### src/rtl/core/plst_pkg.sv
// Shared types and constants for the positional list store.
// Holds field widths, action and status codes, and the result record.
// No dependencies.
package plst_pkg;

    localparam int CAPACITY_DEF   = 16;
    localparam int WORD_WIDTH_DEF = 32;

    localparam int ACTION_W = 2;
    localparam int POS_W    = 8;
    localparam int VALUE_W  = 32;
    localparam int STATUS_W = 2;
    localparam int INDEX_W  = 5;
    localparam int COUNT_W  = 5;
    localparam int MASK_W   = 32;

    localparam logic [MASK_W-1:0] MASK_RESET = '1;

    typedef enum logic [ACTION_W-1:0] {
        ACT_INSERT     = 2'd0,
        ACT_REMOVE_AT  = 2'd1,
        ACT_REMOVE_VAL = 2'd2,
        ACT_TRAVERSE   = 2'd3
    } t_action;

    typedef enum logic [STATUS_W-1:0] {
        ST_DONE  = 2'd0,
        ST_FULL  = 2'd1,
        ST_MISS  = 2'd2,
        ST_EMPTY = 2'd3
    } t_status;

    typedef struct packed {
        t_status              status;
        logic [VALUE_W-1:0]   element_value;
        logic [INDEX_W-1:0]   element_index;
        logic [COUNT_W-1:0]   entry_count;
        logic                 last;
    } t_result;

endpackage

### src/rtl/core/plst_mem.sv
// Entry memory of the positional list store: one write port, one read port,
// read data registered and held until the next read. Depends on nothing.
module plst_mem #(
    parameter int DEPTH = 16,
    parameter int WIDTH = 32,
    parameter int AW    = 4
) (
    input  logic             i_clk,
    input  logic             i_we,
    input  logic [AW-1:0]    i_wa,
    input  logic [WIDTH-1:0] i_wd,
    input  logic             i_re,
    input  logic [AW-1:0]    i_ra,
    output logic [WIDTH-1:0] o_rd
);

    logic [WIDTH-1:0] r_mem [DEPTH];
    logic [WIDTH-1:0] r_rd;

    always_ff @(posedge i_clk) begin
        if (i_we) begin
            r_mem[i_wa] <= i_wd;
        end
        if (i_re) begin
            r_rd <= r_mem[i_ra];
        end
    end

    assign o_rd = r_rd;

endmodule

### src/rtl/core/plst_oreg.sv
// Output register of the positional list store: holds one result transaction
// while the consumer stalls. Depends on plst_pkg.
module plst_oreg
    import plst_pkg::*;
(
    input  logic    i_clk,
    input  logic    i_rst_n,
    input  logic    i_load,
    input  t_result i_res,
    output logic    o_free,
    output logic    o_valid,
    output t_result o_res,
    input  logic    i_stall
);

    logic    r_valid;
    logic    n_valid;
    t_result r_res;

    assign o_free = !r_valid || !i_stall;

    always_comb begin
        n_valid = r_valid && i_stall;
        if (i_load) begin
            n_valid = 1'b1;
        end
    end

    always_ff @(posedge i_clk) begin
        if (!i_rst_n) begin
            r_valid <= 1'b0;
        end else begin
            r_valid <= n_valid;
        end
    end

    always_ff @(posedge i_clk) begin
        if (i_load) begin
            r_res <= i_res;
        end
    end

    assign o_valid = r_valid;
    assign o_res   = r_res;

endmodule

### src/rtl/core/plst_seq.sv
// Sequencer of the positional list store: decodes each action, walks the
// entry memory through its read port and writes shifted entries back.
// Depends on plst_pkg; drives plst_mem and plst_oreg.
module plst_seq
    import plst_pkg::*;
#(
    parameter int CAPACITY   = CAPACITY_DEF,
    parameter int WORD_WIDTH = WORD_WIDTH_DEF,
    parameter int AW         = 4,
    parameter int CW         = 5
) (
    input  logic                  i_clk,
    input  logic                  i_rst_n,
    input  logic                  i_in_valid,
    output logic                  o_in_stall,
    input  logic [ACTION_W-1:0]   i_action,
    input  logic [POS_W-1:0]      i_position,
    input  logic [VALUE_W-1:0]    i_value,
    input  logic                  i_cfg_wr_en,
    input  logic [MASK_W-1:0]     i_cfg_wr_data,
    output logic                  o_mem_we,
    output logic [AW-1:0]         o_mem_wa,
    output logic [WORD_WIDTH-1:0] o_mem_wd,
    output logic                  o_mem_re,
    output logic [AW-1:0]         o_mem_ra,
    input  logic [WORD_WIDTH-1:0] i_mem_rd,
    input  logic                  i_out_free,
    output logic                  o_emit,
    output t_result               o_res
);

    typedef enum logic [5:0] {
        S_IDLE  = 6'b000001,
        S_SCAN  = 6'b000010,
        S_SHIFT = 6'b000100,
        S_PUT   = 6'b001000,
        S_RESP  = 6'b010000,
        S_TRAV  = 6'b100000
    } t_state;

    t_state                r_state, n_state;
    t_action               r_act, n_act;
    t_status               r_status, n_status;
    logic [WORD_WIDTH-1:0] r_val, n_val;
    logic [AW-1:0]         r_tgt, n_tgt;
    logic [AW-1:0]         r_ra, n_ra;
    logic [CW-1:0]         r_count, n_count;
    logic [CW-1:0]         r_rp, n_rp;
    logic [CW-1:0]         r_left, n_left;
    logic                  r_up, n_up;
    logic                  r_rd_vld, n_rd_vld;
    logic [MASK_W-1:0]     r_mask;

    logic [CW-1:0]         ins_pos;
    logic [CW-1:0]         scan_left;
    logic                  hit;
    logic                  trav_last;

    assign o_in_stall = (r_state != S_IDLE);

    assign ins_pos   = (i_position > POS_W'(r_count)) ? r_count : CW'(i_position);
    assign scan_left = r_count - CW'(1) - CW'(r_ra);
    assign hit       = (r_act == ACT_REMOVE_AT)
                    || (((i_mem_rd ^ r_val) & WORD_WIDTH'(r_mask)) == '0);
    assign trav_last = ((CW'(r_ra) + CW'(1)) == r_count);

    always_comb begin
        n_state  = r_state;
        n_act    = r_act;
        n_status = r_status;
        n_val    = r_val;
        n_tgt    = r_tgt;
        n_ra     = r_ra;
        n_count  = r_count;
        n_rp     = r_rp;
        n_left   = r_left;
        n_up     = r_up;
        n_rd_vld = r_rd_vld;

        o_mem_we = 1'b0;
        o_mem_wa = r_up ? (r_ra + AW'(1)) : (r_ra - AW'(1));
        o_mem_wd = i_mem_rd;
        o_mem_re = 1'b0;
        o_mem_ra = r_rp[AW-1:0];

        o_emit = 1'b0;
        o_res  = '{status:        r_status,
                   element_value: VALUE_W'(r_val),
                   element_index: INDEX_W'(r_tgt),
                   entry_count:   COUNT_W'(r_count),
                   last:          1'b1};

        unique case (r_state)
            S_IDLE: begin
                if (i_in_valid) begin
                    n_act    = t_action'(i_action);
                    n_val    = WORD_WIDTH'(i_value);
                    n_rd_vld = 1'b0;
                    unique case (t_action'(i_action))
                        ACT_INSERT: begin
                            if (r_count == CW'(CAPACITY)) begin
                                n_status = ST_FULL;
                                n_val    = '0;
                                n_tgt    = '0;
                                n_state  = S_RESP;
                            end else begin
                                n_tgt   = ins_pos[AW-1:0];
                                n_left  = r_count - ins_pos;
                                n_rp    = r_count - CW'(1);
                                n_up    = 1'b1;
                                n_state = (r_count > ins_pos) ? S_SHIFT : S_PUT;
                            end
                        end
                        ACT_REMOVE_AT: begin
                            if (r_count == '0) begin
                                n_status = ST_EMPTY;
                                n_val    = '0;
                                n_tgt    = '0;
                                n_state  = S_RESP;
                            end else if (POS_W'(r_count) <= i_position) begin
                                n_status = ST_MISS;
                                n_val    = '0;
                                n_tgt    = '0;
                                n_state  = S_RESP;
                            end else begin
                                n_rp    = CW'(i_position);
                                n_state = S_SCAN;
                            end
                        end
                        ACT_REMOVE_VAL, ACT_TRAVERSE: begin
                            if (r_count == '0) begin
                                n_status = ST_EMPTY;
                                n_val    = '0;
                                n_tgt    = '0;
                                n_state  = S_RESP;
                            end else begin
                                n_rp    = '0;
                                n_state = (t_action'(i_action) == ACT_TRAVERSE)
                                        ? S_TRAV : S_SCAN;
                            end
                        end
                        default: n_state = S_IDLE;
                    endcase
                end
            end

            S_SCAN: begin
                // one read in flight at a time; compare when it returns
                if (r_rd_vld) begin
                    n_rd_vld = 1'b0;
                    if (hit) begin
                        n_val  = i_mem_rd;
                        n_tgt  = r_ra;
                        n_rp   = CW'(r_ra) + CW'(1);
                        n_left = scan_left;
                        n_up   = 1'b0;
                        if (scan_left == '0) begin
                            n_count  = r_count - CW'(1);
                            n_status = ST_DONE;
                            n_state  = S_RESP;
                        end else begin
                            n_state = S_SHIFT;
                        end
                    end else if (r_rp == r_count) begin
                        n_status = ST_MISS;
                        n_val    = '0;
                        n_tgt    = '0;
                        n_state  = S_RESP;
                    end
                end else begin
                    o_mem_re = 1'b1;
                    n_ra     = r_rp[AW-1:0];
                    n_rp     = r_rp + CW'(1);
                    n_rd_vld = 1'b1;
                end
            end

            S_SHIFT: begin
                // write back the entry read last cycle one slot up or down
                if (r_rd_vld) begin
                    o_mem_we = 1'b1;
                end
                if (r_left != '0) begin
                    o_mem_re = 1'b1;
                    n_ra     = r_rp[AW-1:0];
                    n_rp     = r_up ? (r_rp - CW'(1)) : (r_rp + CW'(1));
                    n_left   = r_left - CW'(1);
                    n_rd_vld = 1'b1;
                end else begin
                    n_rd_vld = 1'b0;
                    if (!r_rd_vld) begin
                        if (r_up) begin
                            n_state = S_PUT;
                        end else begin
                            n_count  = r_count - CW'(1);
                            n_status = ST_DONE;
                            n_state  = S_RESP;
                        end
                    end
                end
            end

            S_PUT: begin
                o_mem_we = 1'b1;
                o_mem_wa = r_tgt;
                o_mem_wd = r_val;
                n_count  = r_count + CW'(1);
                n_status = ST_DONE;
                n_state  = S_RESP;
            end

            S_RESP: begin
                if (i_out_free) begin
                    o_emit  = 1'b1;
                    n_state = S_IDLE;
                end
            end

            S_TRAV: begin
                if (r_rd_vld && i_out_free) begin
                    o_emit   = 1'b1;
                    o_res    = '{status:        ST_DONE,
                                 element_value: VALUE_W'(i_mem_rd),
                                 element_index: INDEX_W'(r_ra),
                                 entry_count:   COUNT_W'(r_count),
                                 last:          trav_last};
                    n_rd_vld = 1'b0;
                    if (trav_last) begin
                        n_state = S_IDLE;
                    end
                end
                // read data stays in the memory output until it is taken
                if ((r_rp < r_count) && (!r_rd_vld || i_out_free)) begin
                    o_mem_re = 1'b1;
                    n_ra     = r_rp[AW-1:0];
                    n_rp     = r_rp + CW'(1);
                    n_rd_vld = 1'b1;
                end
            end

            default: n_state = S_IDLE;
        endcase
    end

    always_ff @(posedge i_clk) begin
        if (!i_rst_n) begin
            r_state  <= S_IDLE;
            r_count  <= '0;
            r_rd_vld <= 1'b0;
            r_mask   <= MASK_RESET;
        end else begin
            r_state  <= n_state;
            r_count  <= n_count;
            r_rd_vld <= n_rd_vld;
            if (i_cfg_wr_en) begin
                r_mask <= i_cfg_wr_data;
            end
        end
    end

    always_ff @(posedge i_clk) begin
        r_act    <= n_act;
        r_status <= n_status;
        r_val    <= n_val;
        r_tgt    <= n_tgt;
        r_ra     <= n_ra;
        r_rp     <= n_rp;
        r_left   <= n_left;
        r_up     <= n_up;
    end

endmodule

### src/rtl/core/positional_list_store_top.sv
// Positional list store: an ordered list of up to CAPACITY words held in a
// single-port-read, single-port-write memory with a registered read. Each input
// transaction runs to completion before the next is taken. Insert moves the
// entries above the position up one slot each, then writes the new word; remove
// at position moves the entries behind it down one slot each; remove by value
// first reads the entries one at a time up to the match, or through all of them
// on a miss. Rejected and empty-list actions only return a status. Traverse reads
// the entries in order and emits one entry per cycle while the consumer does not
// stall. A stalled consumer holding the output register delays any of these.
// All of this work goes through the memory's one read port.
// Depends on plst_pkg, plst_mem, plst_oreg and plst_seq.
module positional_list_store_top
    import plst_pkg::*;
#(
    parameter int CAPACITY   = CAPACITY_DEF,
    parameter int WORD_WIDTH = WORD_WIDTH_DEF
) (
    input  logic                i_clk,
    input  logic                i_rst_n,
    input  logic                i_in_valid,
    output logic                o_in_stall,
    input  logic [ACTION_W-1:0] i_action,
    input  logic [POS_W-1:0]    i_position,
    input  logic [VALUE_W-1:0]  i_value,
    input  logic                i_cfg_wr_en,
    input  logic [MASK_W-1:0]   i_cfg_wr_data,
    output logic                o_out_valid,
    input  logic                i_out_stall,
    output logic [STATUS_W-1:0] o_status,
    output logic [VALUE_W-1:0]  o_element_value,
    output logic [INDEX_W-1:0]  o_element_index,
    output logic [COUNT_W-1:0]  o_entry_count,
    output logic                o_last
);

    localparam int AW = (CAPACITY > 1) ? $clog2(CAPACITY) : 1;
    localparam int CW = $clog2(CAPACITY + 1);

    logic                  mem_we;
    logic [AW-1:0]         mem_wa;
    logic [WORD_WIDTH-1:0] mem_wd;
    logic                  mem_re;
    logic [AW-1:0]         mem_ra;
    logic [WORD_WIDTH-1:0] mem_rd;
    logic                  out_free;
    logic                  emit;
    t_result               seq_res;
    t_result               out_res;

    plst_mem #(
        .DEPTH (CAPACITY),
        .WIDTH (WORD_WIDTH),
        .AW    (AW)
    ) u_mem (
        .i_clk (i_clk),
        .i_we  (mem_we),
        .i_wa  (mem_wa),
        .i_wd  (mem_wd),
        .i_re  (mem_re),
        .i_ra  (mem_ra),
        .o_rd  (mem_rd)
    );

    plst_seq #(
        .CAPACITY   (CAPACITY),
        .WORD_WIDTH (WORD_WIDTH),
        .AW         (AW),
        .CW         (CW)
    ) u_seq (
        .i_clk         (i_clk),
        .i_rst_n       (i_rst_n),
        .i_in_valid    (i_in_valid),
        .o_in_stall    (o_in_stall),
        .i_action      (i_action),
        .i_position    (i_position),
        .i_value       (i_value),
        .i_cfg_wr_en   (i_cfg_wr_en),
        .i_cfg_wr_data (i_cfg_wr_data),
        .o_mem_we      (mem_we),
        .o_mem_wa      (mem_wa),
        .o_mem_wd      (mem_wd),
        .o_mem_re      (mem_re),
        .o_mem_ra      (mem_ra),
        .i_mem_rd      (mem_rd),
        .i_out_free    (out_free),
        .o_emit        (emit),
        .o_res         (seq_res)
    );

    plst_oreg u_oreg (
        .i_clk   (i_clk),
        .i_rst_n (i_rst_n),
        .i_load  (emit),
        .i_res   (seq_res),
        .o_free  (out_free),
        .o_valid (o_out_valid),
        .o_res   (out_res),
        .i_stall (i_out_stall)
    );

    assign o_status        = out_res.status;
    assign o_element_value = out_res.element_value;
    assign o_element_index = out_res.element_index;
    assign o_entry_count   = out_res.entry_count;
    assign o_last          = out_res.last;

endmodule

### config.mk
export PLATFORM = sky130hd
export DESIGN_NAME = positional_list_store_top
export DESIGN_NICKNAME = d
export VERILOG_FILES = /design/src/rtl/core/plst_pkg.sv /design/src/rtl/core/plst_mem.sv /design/src/rtl/core/plst_oreg.sv /design/src/rtl/core/plst_seq.sv /design/src/rtl/core/positional_list_store_top.sv
export SDC_FILE = /design/constraint.sdc
export NUM_CORES = 1
export LEC_CHECK = 0
export CORE_ASPECT_RATIO = 0.8
export CORE_UTILIZATION = 35
export CTS_BUF_LIST = sky130_fd_sc_hd__clkbuf_8
export CTS_CLUSTER_DIAMETER = 80
export DETAILED_ROUTE_END_ITERATION = 12
export DONT_BUFFER_PORTS = 1
export PLACE_DENSITY = 0.52
export SYNTH_ARGS = -nofsm -noshare
export SYNTH_HDL_FRONTEND = slang
export SYNTH_SLANG_ARGS = --single-unit
### constraint.sdc
create_clock -name i_clk -period 5.5 [get_ports i_clk]
set_input_delay 0.825 -clock i_clk [delete_from_list [all_inputs] [get_ports i_clk]]
set_output_delay 0.825 -clock i_clk [all_outputs]
set_load 0.05 [all_outputs]
==> summary by stage, run 1 <==
Clocking
The buffer count from post-CTS setup fixing is 0. The tree built by TritonCTS fans out to 688 sinks. The number of gates resized after CTS was 0. The clock-pin slew reported for the worst setup and hold paths after clock tree synthesis is about 0.060 ns.

CTS built an H-tree with a depth of 3. The clock latency on the worst-skew pair is 0.73 ns. The clock passes through at most 3 buffers. The number of buffers inserted by hold repair at cts is 0. The CTS buffer count is around 110. TritonCTS built the clock tree. The cell at the root of the clock tree is sky130_fd_sc_hd__clkbuf_8.

Setup path
Of all nets on the critical path, the largest fanout is 9. For the worst setup path, the data required time is 5.95 ns. The critical path start-end classification is flip-flop to flip-flop.

The kind of start point of the critical path is a flip-flop. The arrival time of data at the critical path endpoint is 4.70 ns. The sort of element at the end of the critical path is a flip-flop.

Cells and area
The ratio of cells with drive above 1 in the final layout is between 10% and 20%. The area growth from synthesis to layout is 12.16%. The library cells used most frequently in the layout, excluding fill and tap cells, are 643 x sky130_fd_sc_hd__edfxtp_1, 164 x sky130_fd_sc_hd__mux2i_1, 130 x sky130_fd_sc_hd__nand2_1. The final layout contains between 1500 and 2000 nets.

Leaving out fill and tap cells, the most frequent cell in the layout is sky130_fd_sc_hd__edfxtp_1. The layout filler cell count is roughly 7500.

Timing
The clock period minus final worst setup slack is roughly 4.3 ns. The final hold violation count is 0. The final critical path takes up between 70% and 80% of the cycle. The total setup violations reported at the end of the flow is 0. For this run, the top clock speed supported by timing is 235.2 MHz. Setup repair after global routing left no endpoint under its margin. The transition at the pin with the smallest max-transition slack is 0.9929 ns. The total negative setup slack is 0 ns.

The worst slew margin relative to its limit is between 30% and 40%. The count of pins over their slew limit is 0. The clock tree skew after final layout is 0.04550 ns. Once routing completed, OpenROAD measured the worst setup slack at approximately 1.2 ns.

Floorplan
The floorplan step defined a die boundary enclosing 0.08389 sq mm. The y dimension of the die is ~260 microns. Row generation in the floorplan step produced 93 rows. The placeable core area is 0.08122 sq mm. The horizontal die dimension is ~320 microns.

The I/O pin total is 126. For this configuration, the core starts out at a cell density of between 30 and 40%.

Route
The post-route DRC violation count is 0. The iteration-0 DRC count of the detailed router is ~1600. Dividing the detail-routed via count by the number of cells gives between 5 and 6. The wire length per cell after detailed routing is 25.82 microns. The remaining antenna violation count after routing is 0. The total wirelength of the detailed-routed design is between 70000 and 80000 microns.

For this block, the via count after detailed routing is 16440. For this run, the detailed router's first-pass iteration total came to 5.

Pwr
The static leakage is ~11 nW. Power spread over the standard cell area amounts to between 300 and 400 mW/mm^2. VDD sags by at most between 0.0002 and 0.00025 V. The final total power is roughly 12 mW.

Placed design
The worst-case setup slack after placement is 1.388 ns. Summed over all nets, the half-perimeter wirelength after detailed placement is approximately 49000 microns. The final estimated routing congestion in global placement is slightly below 0.9. The number of input and output port buffers inserted is 0.

Logic synthesis
The cell count after synthesis came out at ~1800. After synthesis the cells add up to between 0.02 and 0.03 sq mm. Sequential cells were found to cover 69.80% of the synthesized design area. By area, the combinational part of the netlist is dominated by multiplexers.

The mean instance size in the synthesized netlist is 16.18 sq um. The number of library cell types mapped by synthesis is 73. The fraction of the mapped netlist area in compound gates is approximately 7.0%. The xor and xnor area share after synthesis is approximately 1.7%.

For this run, the number of Yosys warnings is 0. The proportion of synthesized flip-flops having asynchronous set or reset is 0%. The number of nets handed over by synthesis was 1901. The prevailing post-synth register cell is sky130_fd_sc_hd__edfxtp_1. Yosys mapped a number of flops with a built-in enable equal to approximately 640. The synthesized netlist devotes 1.461% of its cell area to adder and majority cells. Counting flops and latches in the post-synthesis netlist gives between 600 and 700. Of the post-synthesis cell area, the part taken by muxes is 13.41%. Summing the areas of all and, or, nand and nor instances in the mapped netlist gives between 4 and 5% of the synthesized area.

Global routing
The via count of the first global-routing pass was approximately 16000. Across every metal layer, demand over resource in global routing totals between 10% and 20%. After global routing the overflow that remains totals 0. The pin count of the biggest net entering global routing is 100. The first global-routing pass estimated about 110000 microns of wire.

The number of antenna violations at the first check in global routing is 8.

Job
The tool flagged a number of max-cap violations equal to 0.

Outcome
The run finished with clean final reports.

Worst hold path
The min-delay analysis places its worst path in the category primary input to flip-flop.
## cells by family (layout without fill, tap and decap cells)
family,after synthesis,after routing
xor gates and xnor gates,56,56
AOI/OAI and AO/OA,294,294
DFF,688,688
adders and majority gates,32,32
other,1,3
and+or+nand+nor,300,300
muxes,297,297
buffers and inverters,122,273
## per-layer routing
metal	vias to the layer above	global-route usage, %	share of wire [%]
li1	7222	-	-
met1	8535	27.84	48
met2	562	27.01	44
met3	108	3.955	6.7
met4	8	4.953	1.8
met5	-	0	0.069
## report_power, final
group	switching, mW	leakage [nW]	internal [mW]	total [mW]
combinational	0.792	3.68	0.423	1.21
clock	2.04	1.19	2.05	4.09
sequential	0.244	6.19	5.96	6.20
total	3.08	11.1	8.43	11.5
## cell type report
| class | count | area, sq um | share of cell area, % |
|---|---|---|---|
| Sequential cell | 688 | 20210 | 62.23 |
| Antenna cell | 2 | 5.005 | 0.01541 |
| Timing Repair Buffer | 43 | 347.8 | 1.071 |
| Clock inverter | 87 | 437.9 | 1.348 |
| Multi-Input combinational cell | 980 | 8412 | 25.90 |
| Clock buffer | 116 | 1597 | 4.916 |
| Tap cell | 1092 | 1366 | 4.207 |
| Inverter | 27 | 101.3 | 0.3121 |
## sequential cells by signal, indices dropped and copies added (netlist names), 4 cells and up
register / count
u_mem.o_rd: 32
u_mem.r_mem: 512
u_oreg.o_res: 44
u_seq.r_count: 5
u_seq.r_left: 5
u_seq.r_mask: 32
u_seq.r_ra: 4
u_seq.r_rp: 5
u_seq.r_state: 6
u_seq.r_tgt: 4
u_seq.r_val: 32
## worst paths after layout
kind                            slack (ns)                       endpoint                          start  cells after the start
worst min register to register        0.48  u_seq.r_mask[24]$_SDFFE_PN1P_  u_seq.r_mask[24]$_SDFFE_PN1P_                      2
worst max-delay path                  1.25      u_seq.r_left[3]$_DFFE_PP_  u_seq.r_count[4]$_SDFFE_PN0P_                     14
worst max register to register        1.25      u_seq.r_left[3]$_DFFE_PP_  u_seq.r_count[4]$_SDFFE_PN0P_                     14
worst min-delay path                  0.19  u_seq.r_mask[27]$_SDFFE_PN1P_                        i_rst_n                      1
## worst max-delay path, stage by stage, from the launching register on
cell and delay (ns):
sky130_fd_sc_hd__dfxtp_1 0.60, sky130_fd_sc_hd__inv_1 0.26, sky130_fd_sc_hd__ha_1 0.35, sky130_fd_sc_hd__nand2_1 0.06, sky130_fd_sc_hd__o21ai_0 0.16, sky130_fd_sc_hd__a21oi_1 0.09, sky130_fd_sc_hd__nor2_1 0.41, sky130_fd_sc_hd__mux2i_1 0.60
sky130_fd_sc_hd__ha_1 0.36, sky130_fd_sc_hd__a21o_1 0.18, sky130_fd_sc_hd__a21o_1 0.20, sky130_fd_sc_hd__xnor2_1 0.23, sky130_fd_sc_hd__nor2_1 0.08, sky130_fd_sc_hd__a311oi_1 0.29, sky130_fd_sc_hd__o22ai_1 0.12
## cells in the mapped netlist (4+ instances only)
library cell               instances  area (sq um)
sky130_fd_sc_hd__edfxtp_1        643         19310
sky130_fd_sc_hd__mux2i_1         164          1642
sky130_fd_sc_hd__nand2_1         130         488.0
sky130_fd_sc_hd__nor2_1           83         311.6
sky130_fd_sc_hd__mux4_2           66          1486
sky130_fd_sc_hd__o21ai_0          57         285.3
sky130_fd_sc_hd__mux2_2           56         630.6
sky130_fd_sc_hd__a21oi_1          53         265.3
sky130_fd_sc_hd__clkbuf_1         53         198.9
sky130_fd_sc_hd__a22oi_1          47         352.8
sky130_fd_sc_hd__dfxtp_1          45         900.9
sky130_fd_sc_hd__xor2_1           39         341.6
sky130_fd_sc_hd__a221oi_1         33         289.0
sky130_fd_sc_hd__a22o_1           32         280.3
sky130_fd_sc_hd__ha_1             29         362.9
sky130_fd_sc_hd__buf_2            27         135.1
sky130_fd_sc_hd__inv_1            24         90.09
sky130_fd_sc_hd__xnor2_1          17         148.9
sky130_fd_sc_hd__buf_1            13         48.80
sky130_fd_sc_hd__mux2_1           11         123.9
sky130_fd_sc_hd__nand3_1          11         55.05
sky130_fd_sc_hd__nor3_1           11         55.05
sky130_fd_sc_hd__o22ai_1          10         62.56
sky130_fd_sc_hd__a31oi_1           9         56.30
sky130_fd_sc_hd__a21o_1            7         52.55
sky130_fd_sc_hd__nand4_1           7         43.79
sky130_fd_sc_hd__and2_1            6         37.54
sky130_fd_sc_hd__nor2b_1           6         37.54
sky130_fd_sc_hd__nor4_1            6         37.54
sky130_fd_sc_hd__a211oi_1          4         30.03
sky130_fd_sc_hd__and3_1            4         25.02
sky130_fd_sc_hd__nand3b_1          4         30.03
sky130_fd_sc_hd__nor3b_1           4         30.03
sky130_fd_sc_hd__o31a_1            4         35.03
sky130_fd_sc_hd__or3_1             4         25.02
sky130_fd_sc_hd__or4_1             4         30.03
## stage by stage
step | util (%) | area [sq um] | cells | hold slack [ns]
after floorplan | - | 28960 | 1790 | 0.4314
after global placement | 37.47 | 30440 | 2830 | 0.4536
after detailed placement | 37.47 | 30440 | 2830 | 0.4604
after CTS | 39.98 | 32470 | 3033 | 0.1061
after global routing | 39.99 | 32480 | 3035 | 0.1337
final | 39.99 | 32480 | 3035 | 0.1896
Note: power is estimated with default switching activity, not from simulation.
==> run 2, diff against run 1 <==
--- a/config.mk
+++ b/config.mk
@@ -5,6 +5,7 @@
 export SDC_FILE = /design/constraint.sdc
 export NUM_CORES = 1
 export LEC_CHECK = 0
+export ABC_AREA = 1
 export CORE_ASPECT_RATIO = 0.8
 export CORE_UTILIZATION = 35
 export CTS_BUF_LIST = sky130_fd_sc_hd__clkbuf_8
==> constraint.sdc (replaced) <==
create_clock -name i_clk -period 4.26 [get_ports i_clk]
set_input_delay 0.639 -clock i_clk [delete_from_list [all_inputs] [get_ports i_clk]]
set_output_delay 0.639 -clock i_clk [all_outputs]
set_load 0.05 [all_outputs]
==> run 2 against run 1 <==
Compared with the run above:
- non-clock buffer count rose by 42
- combinational power rose to 5.9 times the previous value
- first-iteration DRC count increased by 24%
- hold slack got worse by 0.14 ns
- core utilization about the same
- critical path type unchanged
- largest power group unchanged
- highest routed layer is now met4
==> summary by stage, run 2 <==
Logic synthesis
The cell area after synthesis is 0.02947 sq mm (+1.8%). The synthesized-area fraction occupied by and/or/nand/nor cells is 14.90% (+10 points). The xor and xnor area share after synthesis was 0.6242% (-1.1 points).

The fraction of the mapped netlist area in compound gates is 9.749% (+2.7 points). The prevailing post-synth register cell is sky130_fd_sc_hd__edfxtp_1. The cell with the most instances after synthesis is sky130_fd_sc_hd__nand2_1. The number of flops mapped to enable cells by yosys is 643 (unchanged). The number of library cell types mapped by synthesis came to 53 (-27%).

The mean instance size in the synthesized netlist came to 11.37 sq um (-30%). The sequential element share of the synthesized area is 68.58% (-1.2 points). The number of synthesized register bits is 688 (unchanged). The total number of yosys warnings was 0 (unchanged).

The commonest cells after synthesis are 709 x sky130_fd_sc_hd__nand2_1, 643 x sky130_fd_sc_hd__edfxtp_1, 225 x sky130_fd_sc_hd__nand3_1, 189 x sky130_fd_sc_hd__inv_1, 161 x sky130_fd_sc_hd__a21oi_1. The top-area cell type share of the netlist area was 65.53% (-1.2 points). After synthesis, the largest family of logic cells by area is simple AND/OR/NAND/NOR gates. The biggest area contributor in the post-synthesis netlist is sky130_fd_sc_hd__edfxtp_1. The adder-cell area share of the yosys netlist is 1.435% (-0.025 points). After synthesis, the cell types taking the most area are sky130_fd_sc_hd__edfxtp_1 66%, sky130_fd_sc_hd__nand2_1 9.0%, sky130_fd_sc_hd__nand3_1 3.8%. The portion of netlist area occupied by mux cells is 0% (-13 points). The post-synthesis cell count is 2592 (+45%). The synthesized netlist net count is 2703 (+42%).

The proportion of synthesized flip-flops having asynchronous set or reset is 0% (unchanged).

Timing
The clock period minus final worst setup slack is 3.751 ns (-0.5004 ns). The transition at the pin with the smallest max-transition slack is 1.347 ns (+0.3544 ns). The final hold violation count is 0 (unchanged). The final worst-path setup slack is 0.5089 ns (-0.7396 ns). Setup repair after global routing left no endpoint under its margin. The total negative setup slack was 0 ns (unchanged). The final critical-path share of the clock period was 88.05% (+11 points).

The worst slew margin relative to its limit is 10.18% (-24 points). The clock tree skew after final layout is 0.02514 ns (-0.02036 ns). The total setup violations reported at the end of the flow came to 0 (unchanged).

The count of pins over their slew limit is 0 (unchanged). The maximum frequency from static timing analysis was 266.6 MHz (+13%). The worst-case hold slack is 0.05335 ns (-0.1363 ns).

Global routing
The total global-route track usage is 19.64% (+1.1 points). The first-pass GRT wire length is 124800 microns (+10%). The number of antenna violations at the first check in global routing was 0 (-8). The via count of the first global-routing pass is 19090 (+17%).

The pin count of the biggest net entering global routing came to 217 (+120%). The total congestion overflow after global routing came to 0 (unchanged).

Setup path
The worst path buffer plus inverter count is 2 (+1). The delay of the slowest cell on the worst path is 0.64 ns (+0.04 ns). The arrival time of data at the critical path endpoint is 4.19 ns (-0.51 ns). The worst-case register-to-register setup slack was 0.51 ns (-0.74 ns). Traced cell by cell, the critical path runs through inv_1 > ha_1 > nand2_1 > o21ai_0 > nand2_1 > nand2_1 > o21ai_1 > o21ai_0 > ha_1 > inv_1 > fa_1 > a221oi_1 > xor2_1 > nand2_1 > o221ai_1. The highest-delay cell along the critical path is sky130_fd_sc_hd__dfxtp_1. The data required time of the critical path is 4.70 ns (-1.25 ns). The capture point of the worst reg-to-reg path is u_seq.r_left[4]$_DFFE_PP_.

Counting stages on the worst path, the most repeated cell is sky130_fd_sc_hd__nand2_1. The depth of the worst register-to-register path came to 15 (+1). On the critical path the largest part of the delay comes from compound AO/OA/AOI/OAI gates.

In this run the critical register-to-register path is launched from u_seq.r_count[2]$_SDFFE_PN0P_. The largest driver fanout on the critical path came to 11 (+2). The critical path is of the flip-flop to flip-flop type. The sort of element at the end of the critical path is a flip-flop. The kind of start point of the critical path is a flip-flop.

Route
The remaining antenna violation count after routing came to 0 (unchanged). The post-route DRC violation count is 0 (unchanged). The total number of vias is 19960 (+21%). The number of optimization iterations in the first detailed-route pass is 5 (unchanged). The iteration-0 DRC count of the detailed router is 1997 (+24%).

The total wirelength of the detailed-routed design is 85270 microns (+8.8%). The detailed-route vias per instance is 5.210 (-3.8%). The wire length per cell after detailed routing is 22.25 microns (-14%).

Cells and area
The final instance area is 0.03314 sq mm (+2.0%). The multi-input logic area is 0.008028 sq mm (-4.6%). More flip-flops sit in one register than any other, and that register is u_mem.r_mem.

The ratio of cells with drive above 1 in the final layout is 9.534% (-7.8 points). The flip-flop count of the largest register after layout is 512 (unchanged). The number of nets in the finished design was 2762 (+41%). The most common cell after layout, fill and taps aside is sky130_fd_sc_hd__nand2_1. The footprint of the flip-flops and latches is 0.02021 sq mm (unchanged). The top cell types in the final layout, fill and taps aside, are 707 x sky130_fd_sc_hd__nand2_1, 643 x sky130_fd_sc_hd__edfxtp_1, 238 x sky130_fd_sc_hd__inv_1. The layout filler cell count is 8001 (+6.2%). Compared with the post-synthesis result, the final layout area differs by 12.47%.

Clocking
The deepest level of the CTS H-tree was 3 (unchanged). The buffer levels on the longest clock path is 3 (unchanged). The clock latency on the worst-skew pair came to 0.73 ns (about the same). CTS placed an instance of sky130_fd_sc_hd__clkbuf_8 at the clock tree root.

The CTS buffer count is 106 (-7.0%). TritonCTS built the clock tree. The clock sink count is 688 (unchanged). The total of cells resized after clock tree synthesis was 0 (unchanged). The buffer count from post-CTS setup fixing is 0 (unchanged). The number of buffers inserted by hold repair at cts is 11 (+11). The clock-pin slew reported for the worst setup and hold paths after clock tree synthesis is 0.07 ns (about the same).

Job
The number of maximum-capacitance violations was 0 (unchanged).

Floorplan
The die area is 0.08536 sq mm (+1.8%). The placeable core area is 0.08280 sq mm (+1.9%). The y dimension of the die was 261.5 microns (+0.87%). The number of rows created at floorplan is 94 (+1.1%). The initial core utilization is 35.59% (-0.062 points). The I/O pin total was 126 (unchanged).

The horizontal die dimension is 326.4 microns (+0.87%).

Placed design
The cell area after placement is 0.03115 sq mm (+2.4%). The worst-case setup slack after placement came to 0.5357 ns (-0.8521 ns). The total half-perimeter wirelength after legalization and detailed placement was 51260 microns (+4.5%). The number of input and output port buffers inserted is 0 (unchanged). The final estimated routing congestion in global placement is 0.8939 (+1.9%).

Pwr
The sequential cell fraction of total power is 42.1% (-12 points). The share of power burned in combinational logic came to 34.0% (+23 points). The worst ir drop on vdd is 0.0004055 V (+100%). The power density over the cells was 636.8 mW/mm^2 (+80%). The fraction of power spent switching nets is 38.78% (+12 points).

The internal power component is 12.92 mW (+53%). The switching power summed over all nets is 8.185 mW (+170%). The relative contribution of the clock network to total power is 23.8% (-12 points). The static leakage is 12.23 nW (+10%).

Outcome
The run finished with clean final reports.

Worst hold path
The endpoint of the worst hold path is u_seq.r_mask[3]$_SDFFE_PN1P_. The worst min-delay path startpoint is i_cfg_wr_en. The worst hold path class is primary input to flip-flop. The worst hold path stage count is 2 (+1).
==> run 2: cell count changes in the layout (fill, tap and decap cells not counted), moves of 47 or more <==
cell                      delta
sky130_fd_sc_hd__a21oi_1   +108
sky130_fd_sc_hd__mux2_2     -56
sky130_fd_sc_hd__mux4_2     -66
sky130_fd_sc_hd__nand2_1   +577
sky130_fd_sc_hd__inv_1     +172
sky130_fd_sc_hd__a22oi_1    -47
sky130_fd_sc_hd__mux2i_1   -164
sky130_fd_sc_hd__o21ai_0    +84
sky130_fd_sc_hd__nand3_1   +215
sky130_fd_sc_hd__a32o_1     +62
==> run 2: area by class of cell <==
class	instances	area share [%]
clock buffer	113	4.693
timing repair buffer	85	2.718
inverter	199	2.280
multi-input combinational	1571	24.22
antenna	1	0.007551
sequential	688	60.98
clock inverter	71	0.9325
tap	1104	4.168
==> run 2: per-stage QoR <==
stage	instances	util, %	power, mW
final	3832	40.03	21.10
after global routing	3831	40.02	22.23
after global placement	3636	37.63	16.11
after floorplan	2592	-	13.61
after CTS	3831	40.02	21.25
after detailed placement	3636	37.63	16.19
==> run 2: layer usage <==
layer	GRT usage, %	routed length, microns	vias to the layer above
li1	-	-	9313
met1	28.39	39620	9890
met2	30.60	38950	639
met3	2.697	4637	121
met4	6.153	2059	0
met5	0	0	-
==> run 2: power by group through the flow <==
stage	clock network, mW	logic (mW)	registers, mW
after global routing	5.43	7.86	8.94
final	5.03	7.18	8.89
after floorplan	0	4.72	8.89
after global placement	0	7.10	9.01
after CTS	5.15	7.21	8.89
after detailed placement	0	7.16	9.03
==> run 2: cells by family after synthesis <==
logic type / Yosys count
AND/OR/NAND/NOR: 1052
flip-flops: 688
AO/OA/AOI/OAI: 465
buffers and inverters: 333
adder cells (fa/ha/maj): 32
XOR/XNOR: 21
other: 1
==> run 2: worst max-delay path by stage <==
stage / start / cells after the start / to / slack, ns
after floorplan: u_seq.r_rp[0]$_DFFE_PP_ / 8 / u_mem.o_rd[0]$_DFFE_PP_ / 0.86
after global placement: u_seq.r_count[1]$_SDFFE_PN0P_ / 16 / u_seq.r_left[4]$_DFFE_PP_ / 0.60
after detailed placement: u_seq.r_count[2]$_SDFFE_PN0P_ / 15 / u_seq.r_left[4]$_DFFE_PP_ / 0.54
after global routing: u_seq.r_count[2]$_SDFFE_PN0P_ / 15 / u_seq.r_left[4]$_DFFE_PP_ / 0.24
final: u_seq.r_count[2]$_SDFFE_PN0P_ / 15 / u_seq.r_left[4]$_DFFE_PP_ / 0.51
after CTS: u_seq.r_count[2]$_SDFFE_PN0P_ / 15 / u_seq.r_left[4]$_DFFE_PP_ / 0.53
==> run 2: worst register-to-register path, stage by stage (launching register included) <==
cell and delay (ns):
sky130_fd_sc_hd__dfxtp_1 0.64, sky130_fd_sc_hd__inv_1 0.23, sky130_fd_sc_hd__ha_1 0.36, sky130_fd_sc_hd__nand2_1 0.05, sky130_fd_sc_hd__o21ai_0 0.19, sky130_fd_sc_hd__nand2_1 0.10
sky130_fd_sc_hd__nand2_1 0.06, sky130_fd_sc_hd__o21ai_1 0.20, sky130_fd_sc_hd__o21ai_0 0.31, sky130_fd_sc_hd__ha_1 0.19, sky130_fd_sc_hd__inv_1 0.06, sky130_fd_sc_hd__fa_1 0.44
sky130_fd_sc_hd__a221oi_1 0.36, sky130_fd_sc_hd__xor2_1 0.12, sky130_fd_sc_hd__nand2_1 0.07, sky130_fd_sc_hd__o221ai_1 0.09
